$ cat config.mk
export PLATFORM = sky130hd
export DESIGN_NAME = integer_to_ascii_digits
export DESIGN_NICKNAME = d
export VERILOG_FILES = /design/src/sv/itad_pkg.sv /design/src/sv/itad_dpath.sv /design/src/sv/itad_ctrl.sv /design/src/sv/integer_to_ascii_digits.sv
export SDC_FILE = /design/constraint.sdc
export NUM_CORES = 1
export LEC_CHECK = 0
export CORE_MARGIN = 1.5
export CORE_UTILIZATION = 30
export CTS_CLUSTER_SIZE = 40
export DETAILED_ROUTE_END_ITERATION = 8
export DONT_BUFFER_PORTS = 1
export HOLD_SLACK_MARGIN = 0.06
export PLACE_DENSITY_LB_ADDON = 0.08
export SLEW_MARGIN = 30
export SYNTH_ARGS = -nofsm -noshare
export SYNTH_HDL_FRONTEND = slang
export SYNTH_SLANG_ARGS = --single-unit
$ cat constraint.sdc
create_clock -name clk -period 3.8 [get_ports clk]
set_input_delay 0.38 -clock clk [delete_from_list [all_inputs] [get_ports clk]]
set_output_delay 0.38 -clock clk [all_outputs]
set_load 0.01 [all_outputs]
$ cat src/sv/itad_pkg.sv
// itad_pkg: types, codes and character constants shared by the integer to
// ASCII digit converter. No dependencies.
`timescale 1ns / 1ps

package itad_pkg;

  // radix codes carried in the mode field
  localparam logic [1:0] MODE_DEC = 2'd0;
  localparam logic [1:0] MODE_HEX = 2'd1;
  localparam logic [1:0] MODE_BIN = 2'd2;
  // carries no radix; the item is taken and nothing is emitted
  localparam logic [1:0] MODE_UNUSED = 2'd3;

  localparam int VALUE_W  = 32;
  localparam int CHAR_W   = 7;
  localparam int BCD_DIGS = 10;
  localparam int BCD_W    = 4 * BCD_DIGS;
  localparam int CNT_W    = 5;

  // counter preload values
  localparam logic [CNT_W-1:0] CNT_BITS = CNT_W'(VALUE_W - 1);
  localparam logic [CNT_W-1:0] CNT_HEX  = CNT_W'(VALUE_W / 4 - 1);
  localparam logic [CNT_W-1:0] CNT_DEC  = CNT_W'(BCD_DIGS - 1);

  // ASCII codes
  localparam logic [CHAR_W-1:0] CHAR_ZERO = 7'h30;
  localparam logic [CHAR_W-1:0] CHAR_ONE  = 7'h31;
  localparam logic [CHAR_W-1:0] CHAR_A    = 7'h41;
  localparam logic [CHAR_W-1:0] CHAR_B    = 7'h62;

  typedef struct packed {
    logic [1:0]         mode;
    logic [VALUE_W-1:0] value;
  } item_t;

  typedef struct packed {
    logic [CHAR_W-1:0] character;
    logic              last;
  } result_t;

  typedef enum logic [2:0] {
    ST_IDLE,
    ST_DABBLE,
    ST_SKIP,
    ST_DEC,
    ST_HEX,
    ST_PRE0,
    ST_PREB,
    ST_BIN
  } state_t;

  typedef enum logic [2:0] {
    SEL_ZERO,
    SEL_B,
    SEL_BIT,
    SEL_HEX,
    SEL_DEC
  } char_sel_t;

  typedef enum logic [1:0] {
    CNT_HOLD,
    CNT_SET,
    CNT_DECR
  } cnt_op_t;

  // controller to datapath commands
  typedef struct packed {
    logic             load;
    logic             dabble;
    logic             bcd_shl;
    logic             v_shl1;
    logic             v_shl4;
    cnt_op_t          cnt_op;
    logic [CNT_W-1:0] cnt_val;
    logic             emit;
    logic             last;
    char_sel_t        char_sel;
  } ctl_t;

  // datapath to controller status
  typedef struct packed {
    logic cnt_zero;
    logic top_zero;
  } status_t;

endpackage

$ cat src/sv/itad_dpath.sv
// itad_dpath: value shifter, binary to BCD register, step counter and the
// registered result stage. Depends on itad_pkg.
`timescale 1ns / 1ps

module itad_dpath import itad_pkg::*; (
  input  logic    clk,
  input  logic    rst,
  input  item_t   operand,
  input  ctl_t    ctl,
  output status_t status,
  output logic    strobe,
  output result_t result
);

  logic [VALUE_W-1:0] v;
  logic [BCD_W-1:0]   bcd;
  logic [BCD_W-1:0]   bcd_adj;
  logic [CNT_W-1:0]   cnt;
  logic [3:0]         nib;
  logic [CHAR_W-1:0]  char_next;

  // add 3 to every BCD digit of 5 or more before the shift
  always_comb begin
    for (int i = 0; i < BCD_DIGS; i++) begin
      bcd_adj[4*i +: 4] = (bcd[4*i +: 4] >= 4'd5) ? bcd[4*i +: 4] + 4'd3 : bcd[4*i +: 4];
    end
  end

  // value and BCD registers
  always_ff @(posedge clk) begin
    if (ctl.load) begin
      v   <= operand.value;
      bcd <= '0;
    end else begin
      if (ctl.dabble) begin
        bcd <= {bcd_adj[BCD_W-2:0], v[VALUE_W-1]};
        v   <= {v[VALUE_W-2:0], 1'b0};
      end
      if (ctl.bcd_shl) bcd <= {bcd[BCD_W-5:0], 4'd0};
      if (ctl.v_shl1)  v   <= {v[VALUE_W-2:0], 1'b0};
      if (ctl.v_shl4)  v   <= {v[VALUE_W-5:0], 4'd0};
    end
  end

  // step counter
  always_ff @(posedge clk) begin
    if (rst) begin
      cnt <= '0;
    end else begin
      case (ctl.cnt_op)
        CNT_SET:  cnt <= ctl.cnt_val;
        CNT_DECR: cnt <= cnt - 1'b1;
        default:  cnt <= cnt;
      endcase
    end
  end

  assign status.cnt_zero = (cnt == '0);
  assign status.top_zero = (bcd[BCD_W-1 -: 4] == 4'd0);

  // character select
  assign nib = v[VALUE_W-1 -: 4];
  always_comb begin
    case (ctl.char_sel)
      SEL_ZERO: char_next = CHAR_ZERO;
      SEL_B:    char_next = CHAR_B;
      SEL_BIT:  char_next = v[VALUE_W-1] ? CHAR_ONE : CHAR_ZERO;
      SEL_HEX:  char_next = (nib > 4'd9) ? {3'd0, nib} + (CHAR_A - 7'd10)
                                         : {3'd0, nib} + CHAR_ZERO;
      SEL_DEC:  char_next = {3'd0, bcd[BCD_W-1 -: 4]} + CHAR_ZERO;
      default:  char_next = CHAR_ZERO;
    endcase
  end

  // result register; strobe marks each emitted character
  always_ff @(posedge clk) begin
    if (rst) begin
      strobe <= 1'b0;
    end else begin
      strobe <= ctl.emit;
    end
  end

  always_ff @(posedge clk) begin
    if (ctl.emit) begin
      result.character <= char_next;
      result.last      <= ctl.last;
    end
  end

endmodule

$ cat src/sv/itad_ctrl.sv
// itad_ctrl: sequencing state machine for the converter; issues datapath
// commands from the mode and datapath status. Depends on itad_pkg.
`timescale 1ns / 1ps

module itad_ctrl import itad_pkg::*; (
  input  logic    clk,
  input  logic    rst,
  input  logic    start,
  input  item_t   operand,
  input  status_t status,
  output logic    busy,
  output ctl_t    ctl
);

  state_t state, state_next;

  always_ff @(posedge clk) begin
    if (rst) begin
      state <= ST_IDLE;
    end else begin
      state <= state_next;
    end
  end

  assign busy = (state != ST_IDLE);

  // next state and commands
  always_comb begin
    state_next   = state;
    ctl          = '0;
    ctl.cnt_op   = CNT_HOLD;
    ctl.char_sel = SEL_ZERO;
    case (state)
      ST_IDLE: begin
        if (start) begin
          ctl.load   = 1'b1;
          ctl.cnt_op = CNT_SET;
          case (operand.mode)
            MODE_DEC: begin
              ctl.cnt_val = CNT_BITS;
              state_next  = ST_DABBLE;
            end
            MODE_HEX: begin
              ctl.cnt_val = CNT_HEX;
              state_next  = ST_HEX;
            end
            MODE_BIN: begin
              ctl.cnt_val = CNT_BITS;
              state_next  = ST_PRE0;
            end
            default: begin
              // unused code: item dropped, nothing emitted
              ctl.cnt_op = CNT_HOLD;
            end
          endcase
        end
      end
      // one shift-add-3 step per value bit
      ST_DABBLE: begin
        ctl.dabble = 1'b1;
        if (status.cnt_zero) begin
          ctl.cnt_op  = CNT_SET;
          ctl.cnt_val = CNT_DEC;
          state_next  = ST_SKIP;
        end else begin
          ctl.cnt_op = CNT_DECR;
        end
      end
      // drop leading zero digits, keep at least one
      ST_SKIP: begin
        ctl.bcd_shl = 1'b1;
        ctl.cnt_op  = CNT_DECR;
        if (!(status.top_zero && !status.cnt_zero)) begin
          ctl.emit     = 1'b1;
          ctl.char_sel = SEL_DEC;
          ctl.last     = status.cnt_zero;
          state_next   = status.cnt_zero ? ST_IDLE : ST_DEC;
        end
      end
      ST_DEC: begin
        ctl.emit     = 1'b1;
        ctl.char_sel = SEL_DEC;
        ctl.last     = status.cnt_zero;
        ctl.bcd_shl  = 1'b1;
        ctl.cnt_op   = CNT_DECR;
        if (status.cnt_zero) state_next = ST_IDLE;
      end
      ST_HEX: begin
        ctl.emit     = 1'b1;
        ctl.char_sel = SEL_HEX;
        ctl.last     = status.cnt_zero;
        ctl.v_shl4   = 1'b1;
        ctl.cnt_op   = CNT_DECR;
        if (status.cnt_zero) state_next = ST_IDLE;
      end
      ST_PRE0: begin
        ctl.emit     = 1'b1;
        ctl.char_sel = SEL_ZERO;
        state_next   = ST_PREB;
      end
      ST_PREB: begin
        ctl.emit     = 1'b1;
        ctl.char_sel = SEL_B;
        state_next   = ST_BIN;
      end
      ST_BIN: begin
        ctl.emit     = 1'b1;
        ctl.char_sel = SEL_BIT;
        ctl.last     = status.cnt_zero;
        ctl.v_shl1   = 1'b1;
        ctl.cnt_op   = CNT_DECR;
        if (status.cnt_zero) state_next = ST_IDLE;
      end
      default: state_next = ST_IDLE;
    endcase
  end

endmodule

$ cat src/sv/integer_to_ascii_digits.sv
// integer_to_ascii_digits: top level of the 32-bit integer to ASCII converter.
// Depends on itad_pkg, itad_ctrl and itad_dpath.
//
//   channel   signals                        handshake
//   -------   ----------------------------   ------------------------------
//   item in   operand.mode, operand.value    taken when start && !busy
//   item out  result.character, result.last each marked by strobe
//
// Hex: 8 characters. Binary: 34 characters. Decimal: one shift-add-3
// conversion step per value bit, then a pass over the 10 BCD digits that
// skips leading zero digits and issues the rest one per cycle.
// The counter-driven controller handles one item at a time; busy stays high
// until the final character is issued. Mode 3 is taken and produces nothing.
// Synchronous reset returns to idle with no strobe; the receiver cannot stall.
`timescale 1ns / 1ps

module integer_to_ascii_digits import itad_pkg::*; (
  input  logic    clk,
  input  logic    rst,
  input  logic    start,
  input  item_t   operand,
  output logic    busy,
  output logic    strobe,
  output result_t result
);

  ctl_t    ctl;
  status_t status;

  itad_ctrl u_ctrl (
    .clk     (clk),
    .rst     (rst),
    .start   (start),
    .operand (operand),
    .status  (status),
    .busy    (busy),
    .ctl     (ctl)
  );

  itad_dpath u_dpath (
    .clk     (clk),
    .rst     (rst),
    .operand (operand),
    .ctl     (ctl),
    .status  (status),
    .strobe  (strobe),
    .result  (result)
  );

  // a character only follows a busy cycle
  a_strobe_from_busy: assert property (@(posedge clk) disable iff (rst)
    strobe |-> $past(busy))
    else $error("strobe without a busy cycle before it");

  // final character leaves a gap before the next item's output
  a_gap_after_last: assert property (@(posedge clk) disable iff (rst)
    (strobe && result.last) |=> !strobe)
    else $error("strobe right after a last character");

  // an unused mode is dropped at once
  a_unused_mode: assert property (@(posedge clk) disable iff (rst)
    (start && !busy && operand.mode == MODE_UNUSED) |=> !busy)
    else $error("unused mode started a conversion");

endmodule

### Word-level counts from Yosys, hierarchy flattened

Index checks and enable logic that the tools add are counted.

| word-level totals | value |
|---|---|
| register bits | 89 |
| bits in latches | 0 |
| bits in writable memories | 0 |
| ROM bits | 0 |
| bits of input ports | 37 |
| output and inout bits | 10 |
| memories kept | 0 |

| operators by class | value |
|---|---|
| $add $sub $neg | 14 |
| multiply operators | 0 |
| div/mod/pow operators | 0 |
| $lt $le $gt $ge | 11 |
| equal/unequal tests | 20 |
| shift-type cells | 0 |
| muxes and demuxes | 44 |
| bitwise gates (word level) | 0 |
| reductions and logical operators | 18 |

Operators with widths:

| cell | number |
|---|---|
| $mux W32 | 4 |
| $mux W40 | 2 |
| $ge A4 B3 Y1 const B | 10 |
| $mux W4 | 10 |
| $add A4 B2 Y4 const B | 9 |
| $pmux W5 S2 | 3 |
| $pmux W7 S4 | 1 |
| $add A4 B6 Y7 const B | 3 |
| $pmux W3 S6 | 1 |
| $eq A3 B3 Y1 const B | 5 |
| $mux W3 | 5 |
| $pmux W3 S5 | 1 |
| $eq A3 B2 Y1 const B | 4 |
| $pmux W3 S3 | 1 |
| $mux W1 | 8 |
| $mux W7 | 1 |
| $eq A3 B1 Y1 const B | 2 |
| $mux W6 | 1 |
| $pmux W2 S3 | 1 |
| $reduce_or A2 Y1 | 3 |
| $reduce_or A3 Y1 | 2 |
| $logic_not A5 Y1 | 1 |
| $mux W5 | 1 |
| $reduce_and A5 Y1 | 1 |
| 20 further kinds | 27 |

### Longest topological paths before layout

| depth | value |
|---|---|
| depth in word-level cells | 7 |
| mapped depth | 12 |

### Hierarchy

From an unflattened synthesis, not the netlist that was laid out.

| second synthesis, totals | value |
|---|---|
| cell total of the unflattened synthesis | 579 |
| area, all modules | 5317.6 sq um |

Modules (own cells, without submodules):

| module | instances | cells each | area an instance (sq um) | sequential area each (sq um) |
|---|---|---|---|---|
| itad_dpath | 1 | 516 | 4895.9 | 2122.0 |
| itad_ctrl | 1 | 63 | 421.7 | 60.1 |

### Worst setup path after synthesis

Ideal clock, no wire load.

| timing | value |
|---|---|
| path kind | flip-flop to flip-flop |
| start | reg u_ctrl.state[1] |
| end | reg u_dpath.v[0] (enable) |
| setup time | 0.475 ns |
| arrival | 3.383 ns |
| path slack | -0.057 ns |
| stages on the path, launching flop included | 5 |
| path buffers | 2 |
| cells stage by stage | dfxtp_1 buf_2 clkbuf_1 o21bai_1 a221oi_1 |

| on the way | value |
|---|---|
| cells in the longest elaborated chain, start to end | 3 |
| elaborated cells on any way between the ends | 9 |
| those cells by class | eq/ne: 3; mux: 4; reduce/logical: 2 |

Ends and longest elaborated chain:

| what | RTL line | source |
|---|---|---|
| from (decl) | itad_ctrl.sv:15 | `state_t state, state_next;` |
| from (signal assigned) | itad_ctrl.sv:21 | `state <= state_next;` |
| $eq A3 B3 Y1, or another cell as far along | itad_ctrl.sv:33 | `case (state)` |
| $mux W1 | itad_ctrl.sv:33 |  |
| $reduce_bool A4 Y1 (no source line) * | - |  |
| to (signal assigned) | itad_dpath.sv:37 | `v <= {v[VALUE_W-2:0], 1'b0};` |
| to (signal assigned) | itad_dpath.sv:40 | `if (ctl.v_shl1) v <= {v[VALUE_W-2:0], 1'b0};` |
| to (signal assigned) | itad_dpath.sv:41 | `if (ctl.v_shl4) v <= {v[VALUE_W-5:0], 4'd0};` |
| to (decl) | itad_dpath.sv:15 | `logic [VALUE_W-1:0] v;` |

Mark *: on every way between the ends. The rest lies on a longest branch, timed or not.
A chain may end at the register's enable or synchronous reset.

### Worst setup path after layout

| timing | value |
|---|---|
| start | reg u_dpath.cnt[0] |
| end | reg u_dpath.cnt[4] |

| on the way | value |
|---|---|
| cells in the longest elaborated chain, start to end | 5 |
| elaborated cells on any way between the ends | 8 |
| those cells by class | add/sub: 1; eq/ne: 2; mux: 3; reduce/logical: 2 |

Ends and longest elaborated chain:

| what | RTL line | source |
|---|---|---|
| from (decl) | itad_dpath.sv:18 | `logic [CNT_W-1:0] cnt;` |
| from (signal assigned) | itad_dpath.sv:51 | `CNT_SET: cnt <= ctl.cnt_val;` |
| from (signal assigned) | itad_dpath.sv:52 | `CNT_DECR: cnt <= cnt - 1'b1;` |
| from (signal assigned) | itad_dpath.sv:53 | `default: cnt <= cnt;` |
| $logic_not A5 Y1 | itad_dpath.sv:58 | `assign status.cnt_zero = (cnt == '0);` |
| $mux W2 | itad_ctrl.sv:61 | `if (status.cnt_zero) begin` |
| $pmux W2 S3 | itad_ctrl.sv:33 |  |
| $eq A2 B2 Y1 / $eq A2 B1 Y1 (equally long branches) | itad_dpath.sv:50 | `case (ctl.cnt_op)` |
| $pmux W5 S2 / $reduce_bool A2 Y1 (equally long branches) | - |  |

Parallel ways exist; a longest one is shown, timed or not.

==> qor.yml <==
grt_pass1_wl_um: 20600
hold_buffers: 0
fin_crit_ns: 2.81
ys_seq_elements: 89
syn_avg_cell_area_um2: 9.23
die_area_mm2: 0.0181
cts.sinks: 89
overflow: 0
p_leak_nw: 1.89
synthArstFlopShare: 0
place_congestion: 0.730
clkTransAtPathRegs_ns: 0.07
area_growth_pct: 10.4
hold_viol_final: 0
ctsRootBufferMaster: "clkbuf_16"
ys_warn_count: 0
cts_setup_buffers: 0
synth.distinct_cells: 57
fin_area_mm2: 0.00572
grt_pass1_vias: 3983
syn_area_mm2: 0.00518
wl_met2_um: 5840
fin_crit_sh: 0.740
critical-path-top-delay-family: "simple AND/OR/NAND/NOR gates"
synth_area_leader_cell: "edfxtp_1"
holdCritPathClass: "input pin to register"
crit_path_max_incr_delay_ns: 0.60
critPathMaxFanout: 11
fp.dieH_um: 134
via_count: 4066
layout_commonest_cell: "o21ai_0"
cp.required_ns: 4.04
slew_headroom: 0.336
total_power_mw: 4.00
slew_viol_final: 0
antenna_found_initial: 0
ys_seq_area_frac: 0.421
io_buffers: 0
critPathBufInv: 1
vdd_drop_max_mv: 0.281
htreeDepth: 3
grtUsageTotal: 0.142
fp.dieW_um: 134
clk_path_buf_depth: 2
met1_length_um: 6110
fin_nets: 614
clkLatencyLatePin_ns: 0.36
rows: 47
drc: 0
finClkSkew_ns: 0.0114
tns_ns: 0
fillers: 1763
ant_nets: 0
worst_pin_slew_ns: 0.994
wl_met3_um: 428
cts_repair_resize_count: 0
dr.pass1.iters: 4
wirelength_um: 12500
rsz0062_at_grt: "no"
maxCapViolations: 0
initialDrtViolationCount: 374
status: "completed"
synth_edf_count: 40
path_class: "register to register"
placed_area_mm2: 0.00542
antenna_cells: 0
numCtsBuffers: 9
cpMaxStageDelayCell: "or4b_1"
critPathLaunchType: "register"
dpl.hpwl_um: 8010
core_area_mm2: 0.0168
grt_start_max_net_pins: 41
synth-main-ff-cell: "dfxtp_1"
drive_gt1_frac: 0.0778
start_util: 0.309
cts_tree: "yes"
synth_area_leaders: "edfxtp_1 (23%), dfxtp_1 (19%), ha_1 (7.0%)"
p_per_area_mw_per_mm2: 698
worstPathCellList: "inv_1, ha_1, or4b_1, a21oi_1, o21ai_0, ha_1, nor2_1, mux2_2, a222oi_1, nor2_1"
cp_data_arrival_time_ns: 3.05
vias_per_cell: 5.26
drt-wirelength-per-cell_um: 16.1
layout_common_cells: "o21ai_0 (54), nand2_1 (52), dfxtp_1 (49)"
clock.fmax_mhz: 356
synth_top_area_frac: 0.232
syn-instance-count: 562
setup_viol: 0
end_kind: "register"
io_pins: 47
syn_nets: 628
routed.top_layer: "met4"
metrics by stage:
stage	setup slack [ns]	std cells	hold slack [ns]	util
floorplan	0.986	562	0.485	-
global placement	1.05	757	0.453	0.323
detailed placement	1.00	757	0.452	0.323
CTS	0.975	773	0.0709	0.342
global route	0.780	773	0.0682	0.342
finish	0.987	773	0.0916	0.342
power by group:
group	switching (mW)	total [mW]	internal, mW
combinational	0.898	1.41	0.515
sequential	0.241	1.63	1.39
clock	0.429	0.954	0.525
Yosys cell counts (all sizes together), types with 3 or more instances:
library cell  number
nor2b              7
inv               30
or2                3
mux2               4
dfxtp             49
nand2b            21
or3               18
nor3               3
a21oi             38
nand2             52
buf               18
edfxtp            40
nor4b              4
xor2               8
nor2              25
clkbuf            18
a22o               3
mux2i             28
a31oi             10
o21ai             57
a222oi             9
o31a               9
a22oi             26
nand3             20
ha                29
per-layer routing:
metal,vias to the layer above,global-route usage
li1,2032,-
met1,1967,0.185
met2,59,0.233
met3,8,0.0338
met4,0,0.0460
met5,-,0
registers in the layout, summed over array words and instances, names as in the netlist:
| register | cells |
|---|---|
| u_dpath.result | 8 |
| u_dpath.bcd | 40 |
| u_ctrl.state | 3 |
| u_dpath.v | 32 |
| u_dpath.strobe | 1 |
| u_dpath.cnt | 5 |
worst paths after layout:
check / start / to / slack, ns / depth (start not counted)
setup / recovery: u_dpath.cnt[0] / u_dpath.cnt[4] / 0.99 / 10
hold / removal: rst / u_dpath.cnt[2] / 0.09 / 1
setup reg to reg: u_dpath.cnt[0] / u_dpath.cnt[4] / 0.99 / 10
hold reg to reg: u_dpath.cnt[1] / u_dpath.cnt[1] / 0.52 / 2
cell type report:
type                    count  area [um2]  share of cell area
flip-flops and latches     89        2180               0.381
clock inverters             7        83.8              0.0146
well taps                 220         275              0.0481
inverters                  30         113              0.0197
clock buffers               9         225              0.0393
multi-input cells         407        2760               0.483
repair buffers             11        82.6              0.0144
kinds of logic after synthesis:
family | share of synthesized area
simple gates | 0.164
fa+ha+maj | 0.0700
compound gates | 0.210
xor+xnor | 0.0169
buf+inv | 0.0553
flops | 0.421
mux | 0.0627
Note: power is estimated with default switching activity, not from simulation.
